### config.mk
export PLATFORM = sky130hd
export DESIGN_NAME = rgb_to_hsv_convert
export DESIGN_NICKNAME = d
export VERILOG_FILES = /design/src/design/rhc_pkg.sv /design/src/design/rhc_div.sv /design/src/design/rgb_to_hsv_convert.sv
export VERILOG_INCLUDE_DIRS = /design/src /design/src/design
export SDC_FILE = /design/constraint.sdc
export NUM_CORES = 1
export LEC_CHECK = 0
export BUFFER_PORTS_ARGS = -buffer_cell sky130_fd_sc_hd__buf_2
export CORE_ASPECT_RATIO = 0.8
export CORE_UTILIZATION = 40
export CTS_BUF_LIST = sky130_fd_sc_hd__clkbuf_4
export CTS_CLUSTER_DIAMETER = 100
export DETAILED_ROUTE_END_ITERATION = 8
export GPL_TIMING_DRIVEN = 0
export HOLD_SLACK_MARGIN = 0.15
export PLACE_DENSITY = 0.52
export SYNTH_ARGS = -nofsm -noshare
export SYNTH_HDL_FRONTEND = slang
export SYNTH_HIERARCHICAL = 1
export SYNTH_SLANG_ARGS = --single-unit
### constraint.sdc
create_clock -name clk -period 7.7 [get_ports clk]
set_input_delay 1.155 -clock clk [delete_from_list [all_inputs] [get_ports clk]]
set_output_delay 1.155 -clock clk [all_outputs]
set_load 0.03 [all_outputs]
### src/design/assert_macros.svh
// ----------------------------------------------------------------------------
// assertion macros
// shared concurrent checks, empty for synthesis
// ----------------------------------------------------------------------------
`ifndef ASSERT_MACROS_SVH
`define ASSERT_MACROS_SVH

`ifndef SYNTHESIS

`define ASSERT_IMPL(lbl, clk, rst, ante, cons) \
  lbl: assert property (@(posedge clk) disable iff (rst) (ante) |-> (cons)) \
    else $error("assertion failed");

`define ASSERT_NEXT(lbl, clk, rst, ante, cons) \
  lbl: assert property (@(posedge clk) disable iff (rst) (ante) |=> (cons)) \
    else $error("assertion failed");

`else

`define ASSERT_IMPL(lbl, clk, rst, ante, cons)

`define ASSERT_NEXT(lbl, clk, rst, ante, cons)

`endif

`endif

### src/design/rhc_pkg.sv
// ----------------------------------------------------------------------------
// rhc_pkg
// widths, constants and types shared by the rgb to hsv converter
// ----------------------------------------------------------------------------
`default_nettype none

package rhc_pkg;

  localparam int CHANNEL_BITS = 8;
  localparam int CHAN_W       = CHANNEL_BITS;
  localparam int QUO_W        = (CHAN_W > 12) ? CHAN_W : 12;
  localparam int NUM_W        = CHAN_W + QUO_W;
  localparam int HUE_W        = 15;
  localparam int HUE_CALC_W   = HUE_W + 1;
  localparam int DIV_STAGES   = QUO_W;
  localparam int PIPE_STAGES  = DIV_STAGES + 3;

  localparam int CHAN_FULL  = (1 << CHANNEL_BITS) - 1;
  localparam int HUE_SIXTY  = 3840;
  localparam int HUE_GREEN  = 2 * HUE_SIXTY;
  localparam int HUE_BLUE   = 4 * HUE_SIXTY;
  localparam int HUE_TURN   = 6 * HUE_SIXTY;

  typedef enum logic [1:0] {
    SECT_RED   = 2'd0,
    SECT_GREEN = 2'd1,
    SECT_BLUE  = 2'd2
  } sector_t;

  typedef struct packed {
    logic [CHAN_W-1:0] rem;
    logic [QUO_W-1:0]  work;
    logic [CHAN_W-1:0] den;
  } div_lane_t;

  typedef struct packed {
    sector_t           sector;
    logic              neg;
    logic              defined;
    logic [CHAN_W-1:0] bright;
  } side_t;

endpackage

`default_nettype wire

### src/design/rhc_div.sv
// ----------------------------------------------------------------------------
// rhc_div
// two-lane pipelined restoring divider, one quotient bit per stage
// ----------------------------------------------------------------------------
`default_nettype none

module rhc_div (
  input  wire logic                        clk,
  input  wire logic [rhc_pkg::DIV_STAGES-1:0] en,
  input  wire logic [rhc_pkg::NUM_W-1:0]   num_sat,
  input  wire logic [rhc_pkg::CHAN_W-1:0]  den_sat,
  input  wire logic [rhc_pkg::NUM_W-1:0]   num_hue,
  input  wire logic [rhc_pkg::CHAN_W-1:0]  den_hue,
  input  wire rhc_pkg::side_t              side_in,
  output logic      [rhc_pkg::QUO_W-1:0]   quo_sat,
  output logic      [rhc_pkg::QUO_W-1:0]   quo_hue,
  output logic                             rem_hue_nz,
  output rhc_pkg::side_t                   side_out
);

  rhc_pkg::div_lane_t sat_lane [rhc_pkg::DIV_STAGES];
  rhc_pkg::div_lane_t hue_lane [rhc_pkg::DIV_STAGES];
  rhc_pkg::side_t     side_q   [rhc_pkg::DIV_STAGES];

  rhc_pkg::div_lane_t sat_init;
  rhc_pkg::div_lane_t hue_init;

  function automatic rhc_pkg::div_lane_t div_step(input rhc_pkg::div_lane_t l);
    logic [rhc_pkg::CHAN_W:0] trial;
    logic                     ge;
    rhc_pkg::div_lane_t       o;
    trial  = {l.rem, l.work[rhc_pkg::QUO_W-1]};
    ge     = trial >= {1'b0, l.den};
    o.den  = l.den;
    o.rem  = ge ? rhc_pkg::CHAN_W'(trial - {1'b0, l.den})
                : trial[rhc_pkg::CHAN_W-1:0];
    o.work = {l.work[rhc_pkg::QUO_W-2:0], ge};
    return o;
  endfunction

  always_comb begin
    sat_init.rem  = num_sat[rhc_pkg::NUM_W-1:rhc_pkg::QUO_W];
    sat_init.work = num_sat[rhc_pkg::QUO_W-1:0];
    sat_init.den  = den_sat;
    hue_init.rem  = num_hue[rhc_pkg::NUM_W-1:rhc_pkg::QUO_W];
    hue_init.work = num_hue[rhc_pkg::QUO_W-1:0];
    hue_init.den  = den_hue;
  end

  always_ff @(posedge clk) begin
    if (en[0]) begin
      sat_lane[0] <= div_step(sat_init);
      hue_lane[0] <= div_step(hue_init);
      side_q[0]   <= side_in;
    end
    for (int i = 1; i < rhc_pkg::DIV_STAGES; i++) begin
      if (en[i]) begin
        sat_lane[i] <= div_step(sat_lane[i-1]);
        hue_lane[i] <= div_step(hue_lane[i-1]);
        side_q[i]   <= side_q[i-1];
      end
    end
  end

  assign quo_sat    = sat_lane[rhc_pkg::DIV_STAGES-1].work;
  assign quo_hue    = hue_lane[rhc_pkg::DIV_STAGES-1].work;
  assign rem_hue_nz = hue_lane[rhc_pkg::DIV_STAGES-1].rem != '0;
  assign side_out   = side_q[rhc_pkg::DIV_STAGES-1];

endmodule

`default_nettype wire

### src/design/rgb_to_hsv_convert.sv
// ----------------------------------------------------------------------------
// rgb_to_hsv_convert
// rgb pixel to hue, saturation and value, fully pipelined
// ----------------------------------------------------------------------------
// Takes one pixel per clock while pixel_stall is low: one stage
// finds max, min and the hue sector, one forms the scaled numerators, twelve
// stages of a restoring divider produce one quotient bit each for saturation
// and hue at once, and a last stage applies sector offset, sign and wrap.
// Hue is in 1/64 degree; black and gray give hue 0 with hue_defined low.
// Stages advance independently, so bubbles close up behind a stalled output.
// ----------------------------------------------------------------------------
`default_nettype none

`include "assert_macros.svh"

module rgb_to_hsv_convert (
  input  wire logic                       clk,
  input  wire logic                       rst,
  input  wire logic                       pixel_valid,
  output logic                            pixel_stall,
  input  wire logic [rhc_pkg::CHAN_W-1:0] red,
  input  wire logic [rhc_pkg::CHAN_W-1:0] green,
  input  wire logic [rhc_pkg::CHAN_W-1:0] blue,
  output logic                            hsv_valid,
  input  wire logic                       hsv_stall,
  output logic      [rhc_pkg::HUE_W-1:0]  hue,
  output logic      [rhc_pkg::CHAN_W-1:0] saturation,
  output logic      [rhc_pkg::CHAN_W-1:0] brightness,
  output logic                            hue_defined
);

  localparam int LAST = rhc_pkg::PIPE_STAGES - 1;

  logic [rhc_pkg::PIPE_STAGES-1:0] vld;
  logic [rhc_pkg::PIPE_STAGES-1:0] en;

  // stage 0 compute
  logic [rhc_pkg::CHAN_W-1:0] mx, mn;
  rhc_pkg::sector_t           sect;
  logic signed [rhc_pkg::CHAN_W:0] diff;

  // stage 0 registers
  logic [rhc_pkg::CHAN_W-1:0] s0_mx;
  logic [rhc_pkg::CHAN_W-1:0] s0_delta;
  logic [rhc_pkg::CHAN_W-1:0] s0_abs;
  logic                       s0_neg;
  rhc_pkg::sector_t           s0_sect;

  // stage 1 registers
  logic [rhc_pkg::NUM_W-1:0]  s1_num_sat, s1_num_hue;
  logic [rhc_pkg::CHAN_W-1:0] s1_den_sat, s1_den_hue;
  rhc_pkg::side_t             s1_side;

  // divider outputs
  logic [rhc_pkg::QUO_W-1:0]  quo_sat, quo_hue;
  logic                       rem_hue_nz;
  rhc_pkg::side_t             dv_side;

  // final compute
  logic signed [rhc_pkg::HUE_CALC_W-1:0] frac, base, hue_sum, hue_fix;

  always_comb begin
    en[LAST] = !vld[LAST] || !hsv_stall;
    for (int i = LAST - 1; i >= 0; i--) begin
      en[i] = !vld[i] || en[i+1];
    end
  end

  assign pixel_stall = !en[0];
  assign hsv_valid   = vld[LAST];

  always_ff @(posedge clk) begin
    if (rst) begin
      vld <= '0;
    end else begin
      if (en[0]) begin
        vld[0] <= pixel_valid;
      end
      for (int i = 1; i < rhc_pkg::PIPE_STAGES; i++) begin
        if (en[i]) begin
          vld[i] <= vld[i-1];
        end
      end
    end
  end

  always_comb begin
    mx = red;
    mn = red;
    if (green > mx) mx = green;
    if (blue > mx) mx = blue;
    if (green < mn) mn = green;
    if (blue < mn) mn = blue;
    priority if (red == mx) begin
      sect = rhc_pkg::SECT_RED;
      diff = $signed({1'b0, green}) - $signed({1'b0, blue});
    end else if (green == mx) begin
      sect = rhc_pkg::SECT_GREEN;
      diff = $signed({1'b0, blue}) - $signed({1'b0, red});
    end else begin
      sect = rhc_pkg::SECT_BLUE;
      diff = $signed({1'b0, red}) - $signed({1'b0, green});
    end
  end

  always_ff @(posedge clk) begin
    if (en[0]) begin
      s0_mx    <= mx;
      s0_delta <= mx - mn;
      s0_neg   <= diff[rhc_pkg::CHAN_W];
      s0_abs   <= diff[rhc_pkg::CHAN_W] ? rhc_pkg::CHAN_W'(-diff)
                                        : diff[rhc_pkg::CHAN_W-1:0];
      s0_sect  <= sect;
    end
  end

  // zero divisors become one with a zero numerator, so the quotient is zero
  always_ff @(posedge clk) begin
    if (en[1]) begin
      if (s0_mx == '0) begin
        s1_num_sat <= '0;
        s1_den_sat <= rhc_pkg::CHAN_W'(1);
      end else begin
        s1_num_sat <= rhc_pkg::NUM_W'(rhc_pkg::CHAN_FULL) * rhc_pkg::NUM_W'(s0_delta);
        s1_den_sat <= s0_mx;
      end
      if (s0_delta == '0) begin
        s1_num_hue <= '0;
        s1_den_hue <= rhc_pkg::CHAN_W'(1);
      end else begin
        s1_num_hue <= rhc_pkg::NUM_W'(rhc_pkg::HUE_SIXTY) * rhc_pkg::NUM_W'(s0_abs);
        s1_den_hue <= s0_delta;
      end
      s1_side.sector  <= s0_sect;
      s1_side.neg     <= s0_neg;
      s1_side.defined <= s0_delta != '0;
      s1_side.bright  <= s0_mx;
    end
  end

  rhc_div u_div (
    .clk        (clk),
    .en         (en[rhc_pkg::DIV_STAGES+1:2]),
    .num_sat    (s1_num_sat),
    .den_sat    (s1_den_sat),
    .num_hue    (s1_num_hue),
    .den_hue    (s1_den_hue),
    .side_in    (s1_side),
    .quo_sat    (quo_sat),
    .quo_hue    (quo_hue),
    .rem_hue_nz (rem_hue_nz),
    .side_out   (dv_side)
  );

  always_comb begin
    unique case (dv_side.sector)
      rhc_pkg::SECT_RED:   base = '0;
      rhc_pkg::SECT_GREEN: base = rhc_pkg::HUE_CALC_W'(rhc_pkg::HUE_GREEN);
      rhc_pkg::SECT_BLUE:  base = rhc_pkg::HUE_CALC_W'(rhc_pkg::HUE_BLUE);
      default:             base = '0;
    endcase
    if (dv_side.neg) begin
      frac = -($signed(rhc_pkg::HUE_CALC_W'(quo_hue)) +
               $signed(rhc_pkg::HUE_CALC_W'(rem_hue_nz)));
    end else begin
      frac = $signed(rhc_pkg::HUE_CALC_W'(quo_hue));
    end
    hue_sum = base + frac;
    if (hue_sum < 0) begin
      hue_fix = hue_sum + rhc_pkg::HUE_CALC_W'(rhc_pkg::HUE_TURN);
    end else begin
      hue_fix = hue_sum;
    end
  end

  always_ff @(posedge clk) begin
    if (en[LAST]) begin
      hue         <= dv_side.defined ? hue_fix[rhc_pkg::HUE_W-1:0] : '0;
      saturation  <= quo_sat[rhc_pkg::CHAN_W-1:0];
      brightness  <= dv_side.bright;
      hue_defined <= dv_side.defined;
    end
  end

  `ASSERT_NEXT(a_accept_fills_first, clk, rst, pixel_valid && !pixel_stall, vld[0])
  `ASSERT_IMPL(a_undef_hue_zero, clk, rst, hsv_valid && !hue_defined, hue == '0)
  `ASSERT_IMPL(a_undef_sat_zero, clk, rst, hsv_valid && !hue_defined, saturation == '0)
  `ASSERT_IMPL(a_hue_range, clk, rst, hsv_valid, hue < rhc_pkg::HUE_W'(rhc_pkg::HUE_TURN))
  `ASSERT_IMPL(a_black_sat, clk, rst, hsv_valid && brightness == '0, saturation == '0)

endmodule

`default_nettype wire

==> results of run 1 <==
==> metrics by stage <==
stage	TNS, ns	instances	hold WS [ns]	setup WS (ns)	area (um2)
after floorplan	0	3351	0.4003	1.368	44090
final	0	5242	0.3445	1.252	49400
after CTS	0	5234	0.3216	1.261	49380
after global placement	-0.9808	4842	0.4017	-0.02345	46180
after detailed placement	0	4853	0.4045	0.2702	46520
after global routing	0	5242	0.3359	0.9903	49400
==> registers in the layout (all words and copies together) (netlist names) <==
register and cells:
brightness 8, hue 15, hue_defined 1, s0_abs 8, s0_delta 8, s0_mx 8, s0_neg 1, s0_sect 2
s1_den_hue 8, s1_den_sat 8, s1_num_hue 12, s1_num_sat 16, s1_side 12, saturation 8, u_div/hue_lane 328, u_div/sat_lane 278
u_div/side_q 144, vld 15
==> cell type report <==
| class | count | area [um2] |
|---|---|---|
| clock inverters | 53 | 384.1 |
| flip-flops and latches | 880 | 26280 |
| diodes | 8 | 20.02 |
| fillers | 9952 | 59380 |
| well taps | 1430 | 1789 |
| multi-input cells | 2002 | 15950 |
| clock buffers | 324 | 2432 |
| repair buffers | 76 | 613.1 |
| inverters | 394 | 1486 |
| plain buffers | 75 | 446.7 |
==> worst max-delay path, stage by stage <==
cell	delay (ns)
sky130_fd_sc_hd__buf_2	0.10
sky130_fd_sc_hd__clkbuf_1	0.39
sky130_fd_sc_hd__inv_1	0.12
sky130_fd_sc_hd__ha_1	0.23
sky130_fd_sc_hd__nand3b_1	0.22
sky130_fd_sc_hd__a211oi_4	0.42
sky130_fd_sc_hd__o22a_1	0.30
sky130_fd_sc_hd__clkbuf_1	0.42
sky130_fd_sc_hd__mux2i_1	0.41
sky130_fd_sc_hd__ha_1	0.30
sky130_fd_sc_hd__o21ai_0	0.07
sky130_fd_sc_hd__nand2b_1	0.08
sky130_fd_sc_hd__a21oi_1	0.17
sky130_fd_sc_hd__o21ai_0	0.14
sky130_fd_sc_hd__o41ai_2	0.61
sky130_fd_sc_hd__clkbuf_1	0.38
sky130_fd_sc_hd__o21a_1	0.19
sky130_fd_sc_hd__ha_1	0.21
sky130_fd_sc_hd__nor2b_1	0.12
sky130_fd_sc_hd__o21ai_0	0.15
sky130_fd_sc_hd__nand2b_1	0.11
sky130_fd_sc_hd__a21o_1	0.19
sky130_fd_sc_hd__a21o_1	0.19
sky130_fd_sc_hd__a21o_1	0.17
sky130_fd_sc_hd__a21oi_1	0.17
sky130_fd_sc_hd__xnor2_1	0.15
sky130_fd_sc_hd__xnor2_1	0.09
==> per-layer routing <==
layer	track usage [%]	vias to the layer above	wire (um)
met5	0	-	0
met4	6.297	0	2071
met3	3.315	165	3361
met2	23.10	452	35530
met1	18.92	11880	37900
li1	-	12950	-
==> final timing paths <==
check / start / endpoint / slack, ns / cells after the start
setup / recovery: red[0] / s0_delta[7] / 1.25 / 27
hold / removal: u_div/hue_lane[0][11] / u_div/hue_lane[0][40] / 0.34 / 0
setup reg to reg: s0_delta[5] / s1_num_sat[15] / 2.39 / 16
hold reg to reg: u_div/hue_lane[0][11] / u_div/hue_lane[0][40] / 0.34 / 0
==> parameters.txt, run 1 <==
Parameter                              Value

Run status
  Status    finished clean

Clock network
  TritonCTS clock tree    done
  Cts hold-fix bufs    4
  Buffer count from post-CTS setup fixing    0
  TritonCTS Buffers    218
  Buffer levels on the longest clock path    3
  Clock edge transition at the registers on the reported setup and hold paths    0.07 ns
  Sink count of the clock tree    880
  Clock root buffer master    sky130_fd_sc_hd__clkbuf_4
  Cells resized by post-CTS repair    0
  Maximum level of the CTS H-tree    4
  Source-to-sink clock delay at the later pin of the worst-skew pair    1.11 ns

Die
  Overall die area    111,400 um2
  Die Wd    373.0 um
  Starting utilization of the core area    40.48%
  # rows    108
  Area of the placeable core    108,800 um2
  Y dimension of the die    298.8 um
  IO Count    62

Final layout
  Most common library cell in the layout ignoring fill and taps    sky130_fd_sc_hd__edfxtp_1
  Layout cell share with drive strength beyond 1    16.46%
  Area grow syn2layout    12.18%
  Final Util    45.41%
  Nets@finish    4,054
  Highest-count cells in the layout ignoring fill and taps    865 x sky130_fd_sc_hd__edfxtp_1, 386 x sky130_fd_sc_hd__inv_1, 324 x sky130_fd_sc_hd__clkbuf_4

Synth
  Avg Synthesized Cell Area    13.20 um2
  Count of mapped cells out of synthesis    3,337
  Synth Cell Area    44,040 um2
  Total of warnings raised by yosys    6

Setup path
  CP Capture Type    register
  Worst EP required    8.52 ns
  Kind of critical path    input port to register
  Critical Path Source Type    input port
  Maximum fanout along the worst path    10
  Critical Path AT    7.27 ns

Flow run
  Reported max-cap violation count    0

STA
  Final Max Tran Viols    0
  Upper clock frequency limit    155.1 MHz
  Number of endpoints with negative hold slack in the final report    0
  Final setup vio count    0
  Relative max-transition margin    39.33%
  Portion of the clock cycle consumed by the worst path in the final layout    83.74%
  Skew final    0.09088 ns
  Post-layout min period    6.448 ns
  Unrepaired setup endpoints after global routing    no
  Actual slew at the worst max-slew pin    0.9100 ns

Drt
  Detailed-route via count    25,450
  Length of the first detailed-routing pass in iterations    5
  Post-route DRC    0
  Post-Route WL    78.86 mm
  Vias per Instance    4.854
  Antenna Violating Nets Remaining    0
  Detailed-route wire length per cell    15.04 um
  Initial drt markers    984

Place
  Total of buffers placed on input and output ports    61
  Final GP Congestion    0.8872
  Half-perimeter wire length after placement    55.88 mm

Global route
  First-pass GRT wire length    130.7 mm
  Total congestion overflow after global routing    0
  Pin count of the biggest net entering global routing    66
  GRT Resource Usage Total    14.48%
  Via count of the first global-routing pass    25,930
  Antenna violations before repair    2

Min path
  Class of the worst hold path    register to register
Power of run 1 is left out: the tool's default activity adds up to more than one toggle a clock period on the data nets, which glitch-free logic cannot reach.
==> inputs of run 2 (changes only) <==
--- a/config.mk
+++ b/config.mk
@@ -14,7 +14,7 @@
 export DETAILED_ROUTE_END_ITERATION = 8
 export GPL_TIMING_DRIVEN = 0
 export HOLD_SLACK_MARGIN = 0.15
-export PLACE_DENSITY = 0.52
+export PLACE_DENSITY = 0.54
 export SYNTH_ARGS = -nofsm -noshare
 export SYNTH_HDL_FRONTEND = slang
 export SYNTH_HIERARCHICAL = 1
==> constraint.sdc (replaced) <==
create_clock -name clk -period 5.71 [get_ports clk]
set_input_delay 0.8565 -clock clk [delete_from_list [all_inputs] [get_ports clk]]
set_output_delay 0.8565 -clock clk [all_outputs]
set_load 0.03 [all_outputs]
==> run 2 against run 1 <==
Against the previous run:
- worst hold slack gained 0.028 ns
- highest routed layer unchanged
- clock-buffer cell count grew 7
- global-route usage shrank 0.42 points
- core utilization grew 0.076 points
- cell area grew 0.17%
- first-iteration DRC count grew 14%
- routed wire length shrank 1.9%
- cell count is essentially flat
==> parameters.txt, run 2 (same netlist as run 1, synthesis figures left out) <==
Parameter                              Value

Final layout
  Register with the most flip-flops    u_div/hue_lane
  Highest-count cells in the layout ignoring fill and taps    865 x sky130_fd_sc_hd__edfxtp_1, 385 x sky130_fd_sc_hd__inv_1, 335 x sky130_fd_sc_hd__clkbuf_4
  Final Util    45.49%
  Largest registers in the final layout    u_div/hue_lane x328, u_div/sat_lane x278, u_div/side_q x144
  Most common library cell in the layout ignoring fill and taps    sky130_fd_sc_hd__edfxtp_1
  Nets@finish    4,060
  Flip-flop count of the largest register, all copies and words added    328
  Layout cell share with drive strength beyond 1    17.13%
  Area grow syn2layout    12.37%
  Post-route cell area    49,480 um2

Place
  Half-perimeter wire length after placement    56.22 mm
  Final GP Congestion    0.8543
  Area after detailed placement    46,470 um2
  Total of buffers placed on input and output ports    61

STA
  Post-layout min period    5.580 ns
  Relative max-transition margin    40.05%
  Number of endpoints with negative hold slack in the final report    0
  Upper clock frequency limit    179.2 MHz
  Unrepaired setup endpoints after global routing    no
  Skew final    0.05973 ns
  Portion of the clock cycle consumed by the worst path in the final layout    97.72%
  Final setup vio count    0
  Final Max Tran Viols    0
  Setup TNS after final layout    0 ns
  Actual slew at the worst max-slew pin    0.8992 ns

Drt
  Post-Route WL    77.34 mm
  Detailed-route via count    25,510
  Detailed-route wire length per cell    14.74 um
  Length of the first detailed-routing pass in iterations    5
  Vias per Instance    4.861
  Post-route DRC    0
  Antenna Violating Nets Remaining    0
  Initial drt markers    1,123

Die
  # rows    108
  Starting utilization of the core area    40.48%
  Area of the placeable core    108,800 um2
  Die Wd    373.0 um
  IO Count    62
  Y dimension of the die    298.8 um
  Overall die area    111,400 um2

Min path
  Worst hold start    blue[5]
  Worst min-delay path endpoint    s0_mx[5]
  Class of the worst hold path    input port to register
  Hold Path Depth    3

Clock network
  Maximum level of the CTS H-tree    4
  Buffer levels on the longest clock path    3
  TritonCTS clock tree    done
  Clock root buffer master    sky130_fd_sc_hd__clkbuf_4
  Sink count of the clock tree    880
  Source-to-sink clock delay at the later pin of the worst-skew pair    1.09 ns
  TritonCTS Buffers    219
  Clock edge transition at the registers on the reported setup and hold paths    0.06 ns

Setup path
  Kind of critical path    input port to register
  Launch instance of the worst register-to-register path    s0_delta[6]
  CP Capture Type    register
  Number of cell instances on the worst register-to-register path    16
  Critical Path Source Type    input port
  Critical Path AT    6.36 ns
  Critical path launch point    green[5]
  R2R Path End    s1_num_sat[15]
  Worst EP required    6.49 ns
  Maximum fanout along the worst path    10
  Chain of cells forming the critical path    clkbuf_4 -> clkinvlp_4 -> ha_4 -> and3_1 -> a221o_1 -> or2_1 -> buf_6 -> buf_6 -> a21oi_2 -> ha_1 -> a211oi_2 -> o21ai_1 -> a311o_1 -> and3_1 -> buf_4 -> o32a_1 -> a2bb2oi_1 -> nand4b_1 -> o221ai_2 -> and2b_1 -> ha_1 -> a41oi_2 -> xor2_1
  Slowest Stage Delay on Critical Path    0.45 ns
  Slowest cell on crit path    sky130_fd_sc_hd__a221o_1
  Flop-to-flop setup slack    0.42 ns

Global route
  GRT Resource Usage Total    14.05%
  Via count of the first global-routing pass    25,430
  First-pass GRT wire length    127.5 mm
  Total congestion overflow after global routing    0
  Pin count of the biggest net entering global routing    68
  Antenna violations before repair    2

Flow run
  Reported max-cap violation count    0

Run status
  Status    finished clean
## run 2: worst max path at each step
stage,end,slack (ns)
6_report,s0_abs[6],0.13
4_1_cts,pixel_stall,0.11
2_1_floorplan,s0_delta[7],0.002
3_5_place_dp,s0_delta[7],-1.14
5_1_grt,s0_delta[7],0.0005
3_3_place_gp,u_div/sat_lane[0][6],-1.45
## run 2: metrics by stage
stage	cells	hold WS, ns	setup WS [ns]
final	5247	0.3728	0.1299
after global routing	5247	0.2606	0.0004987
after CTS	5239	0.1616	0.1091
after detailed placement	4849	0.4045	-1.142
after global placement	4842	0.4011	-1.450
after floorplan	3351	0.4003	0.002232
## run 2: area by class of cell
cell class | count | area [um2]
Clock buffer | 331 | 2485
Timing Repair Buffer | 81 | 565.5
Inverter | 394 | 1488
Clock inverter | 50 | 311.5
Tap cell | 1430 | 1789
Multi-Input combinational cell | 2002 | 16090
Antenna cell | 4 | 10.01
Buffer | 75 | 467.9
Sequential cell | 880 | 26280
Fill cell | 9880 | 59300
## run 2: timing repair
action | in CTS | in global routing
endpoints found under the hold margin | 7 | 0
setup buffers | 2 | 4
resized for setup | 2 | 17
hold buffers | 7 | 0
cloned | 0 | 0
pin swaps | 1 | 4
setup endpoints to repair | 1 | 12
## run 2: critical path: cells and delay by family
| family | cells | cell delay, ns |
|---|---|---|
| AOI/OAI and AO/OA | 9 | 2.40 |
| and+or+nand+nor | 5 | 1.32 |
| buffers and inverters | 5 | 0.81 |
| adders and majority gates | 3 | 0.81 |
| xor gates and xnor gates | 1 | 0.16 |
## run 2: metal layers
layer | share of wire (%) | up-vias | GRT usage [%] | routed length [um]
met5 | 0 | - | 0 | 0
met4 | 2.5 | 0 | 6.385 | 1953
met3 | 4.5 | 142 | 3.096 | 3498
met2 | 43 | 481 | 21.18 | 33260
met1 | 50 | 11910 | 19.40 | 38620
li1 | - | 12970 | - | -
Power of run 2 is left out for the same reason.
==> inputs of run 3 (changes only) <==
--- a/config.mk
+++ b/config.mk
@@ -14,7 +14,7 @@
 export DETAILED_ROUTE_END_ITERATION = 8
 export GPL_TIMING_DRIVEN = 0
 export HOLD_SLACK_MARGIN = 0.15
-export PLACE_DENSITY = 0.54
+export PLACE_DENSITY = 0.52
 export SYNTH_ARGS = -nofsm -noshare
 export SYNTH_HDL_FRONTEND = slang
 export SYNTH_HIERARCHICAL = 1
==> constraint.sdc (replaced) <==
create_clock -name clk -period 6 [get_ports clk]
set_input_delay 0.9 -clock clk [delete_from_list [all_inputs] [get_ports clk]]
set_output_delay 0.9 -clock clk [all_outputs]
set_load 0.03 [all_outputs]
==> run 3 against run 2 <==
Against the previous run:
- critical path depth fell by 3
- global-route usage rose by 0.30 points
- register-to-register slack improved by 0.29 ns
- clock skew increased by 0.028 ns
- flip-flop and latch count is the same
- first-iteration DRC count shrank 1.2%
- clock-buffer cell count down 9
- non-clock buffer count shrank 7
- setup slack worse by 0.021 ns
- critical path type unchanged
==> parameters.txt, run 3 (same netlist as run 1, synthesis figures left out) <==
Parameter                              Value

Run status
  Status    finished clean

Final layout
  Highest-count cells in the layout ignoring fill and taps    865 x sky130_fd_sc_hd__edfxtp_1, 386 x sky130_fd_sc_hd__inv_1, 322 x sky130_fd_sc_hd__clkbuf_4
  Register with the most flip-flops    u_div/hue_lane
  Layout cell share with drive strength beyond 1    16.52%
  Flip-flop count of the largest register, all copies and words added    328
  Final Non-Filler Cells    5,250
  Nets@finish    4,056
  Most common library cell in the layout ignoring fill and taps    sky130_fd_sc_hd__edfxtp_1
  Largest registers in the final layout    u_div/hue_lane x328, u_div/sat_lane x278, u_div/side_q x144
  Area grow syn2layout    12.22%

Clock network
  TritonCTS clock tree    done
  Maximum level of the CTS H-tree    4
  Sink count of the clock tree    880
  Source-to-sink clock delay at the later pin of the worst-skew pair    1.12 ns
  Buffer levels on the longest clock path    3
  Clock root buffer master    sky130_fd_sc_hd__clkbuf_4
  Buffer count from post-CTS setup fixing    0
  TritonCTS Buffers    222
  Clock edge transition at the registers on the reported setup and hold paths    0.06 ns

Global route
  Pin count of the biggest net entering global routing    67
  GRT Resource Usage Total    14.35%
  Total congestion overflow after global routing    0
  First-pass GRT wire length    129.8 mm
  Via count of the first global-routing pass    25,890
  Antenna violations before repair    2

STA
  Number of endpoints with negative hold slack in the final report    0
  Final setup vio count    0
  Actual slew at the worst max-slew pin    0.8852 ns
  Unrepaired setup endpoints after global routing    no
  Final Max Tran Viols    0
  Post-layout min period    5.891 ns
  Portion of the clock cycle consumed by the worst path in the final layout    98.18%
  Skew final    0.08776 ns
  Upper clock frequency limit    169.8 MHz
  Relative max-transition margin    40.99%

Setup path
  Critical Path AT    6.68 ns
  Maximum fanout along the worst path    8
  Critical Path Source Type    input port
  CP Capture Type    register
  Worst EP required    6.79 ns
  Kind of critical path    input port to register

Drt
  Antenna Violating Nets Remaining    0
  Detailed-route wire length per cell    14.90 um
  Detailed-route via count    25,320
  Initial drt markers    1,110
  Post-Route WL    78.21 mm
  Vias per Instance    4.823
  Length of the first detailed-routing pass in iterations    5
  Post-route DRC    0

Place
  Final GP Congestion    0.8805
  Half-perimeter wire length after placement    55.66 mm
  Total of buffers placed on input and output ports    61
  Number of cells after detailed placement    4,852

Die
  Area of the placeable core    108,800 um2
  Die Wd    373.0 um
  IO Count    62
  Starting utilization of the core area    40.48%
  Y dimension of the die    298.8 um
  Overall die area    111,400 um2
  # rows    108

Flow run
  Reported max-cap violation count    0

Min path
  Class of the worst hold path    register to register
## run 3: changes by cell type in the layout (fill, tap and decap cells not counted), sizes merged
cell | before | now
diode | 4 | 7
dlygate4sd3 | 7 | 4
inv | 403 | 404
bufinv | 0 | 1
buf | 122 | 120
clkinv | 39 | 55
clkbuf | 358 | 347
clkinvlp | 2 | 0
## run 3: final timing paths
check                                         start                   to  slack, ns  cells after the start
worst min register to register  u_div/side_q[1][10]  u_div/side_q[1][22]       0.33                      0
worst max register to register          s0_delta[5]       s1_num_sat[15]       0.71                     16
worst min-delay path            u_div/side_q[1][10]  u_div/side_q[1][22]       0.33                      0
worst max-delay path                       green[5]            s0_abs[6]       0.11                     20
## run 3: routing by layer
layer | share of wire (%) | up-vias | track usage [%]
met4 | 2.7 | 0 | 6.789
met3 | 4.3 | 173 | 3.338
met1 | 48 | 11730 | 18.82
li1 | - | 12980 | -
met5 | 0 | - | 0
met2 | 45 | 441 | 22.53
## run 3: area by class of cell
cell class	count	area, um2
fillers	9921	59360
flip-flops and latches	880	26280
multi-input cells	2002	15980
clock buffers	322	2417
well taps	1430	1789
inverters	394	1489
repair buffers	75	580.6
plain buffers	74	445.4
clock inverters	66	420.4
diodes	7	17.52
## run 3: worst max-delay path: stages
cell and delay, ns:
sky130_fd_sc_hd__buf_2 0.22, sky130_fd_sc_hd__inv_1 0.13, sky130_fd_sc_hd__ha_1 0.36, sky130_fd_sc_hd__and3_1 0.22, sky130_fd_sc_hd__a221o_1 0.45, sky130_fd_sc_hd__or2_1 0.27, sky130_fd_sc_hd__buf_6 0.15, sky130_fd_sc_hd__a21oi_1 0.43
sky130_fd_sc_hd__ha_1 0.35, sky130_fd_sc_hd__a21o_1 0.22, sky130_fd_sc_hd__a311oi_1 0.55, sky130_fd_sc_hd__nor3_2 0.18, sky130_fd_sc_hd__o32a_1 0.39, sky130_fd_sc_hd__a2bb2oi_1 0.14, sky130_fd_sc_hd__nand4b_1 0.45, sky130_fd_sc_hd__o221ai_1 0.47
sky130_fd_sc_hd__and2b_1 0.28, sky130_fd_sc_hd__ha_1 0.24, sky130_fd_sc_hd__a41oi_2 0.11, sky130_fd_sc_hd__xor2_1 0.16
## run 3: through the flow
stage	setup slack [ns]	util (%)	setup TNS, ns	cell area [um2]	hold WS (ns)
after floorplan	0.01412	-	0	44090	0.4003
after global placement	-1.536	42.46	-284.61	46190	0.4012
after detailed placement	-1.134	42.74	-12.20	46500	0.4045
after CTS	0.08349	45.39	0	49380	0.2530
after global routing	0.01904	45.43	0	49420	0.2598
final	0.1094	45.43	0	49420	0.3330
## run 3: timing repair
action,CTS,global route
gates resized for setup,1,6
hold endpoints to repair,8,0
pin swaps,0,0
hold buffers,4,0
endpoints found under the setup margin,1,9
Power of run 3 is left out for the same reason.
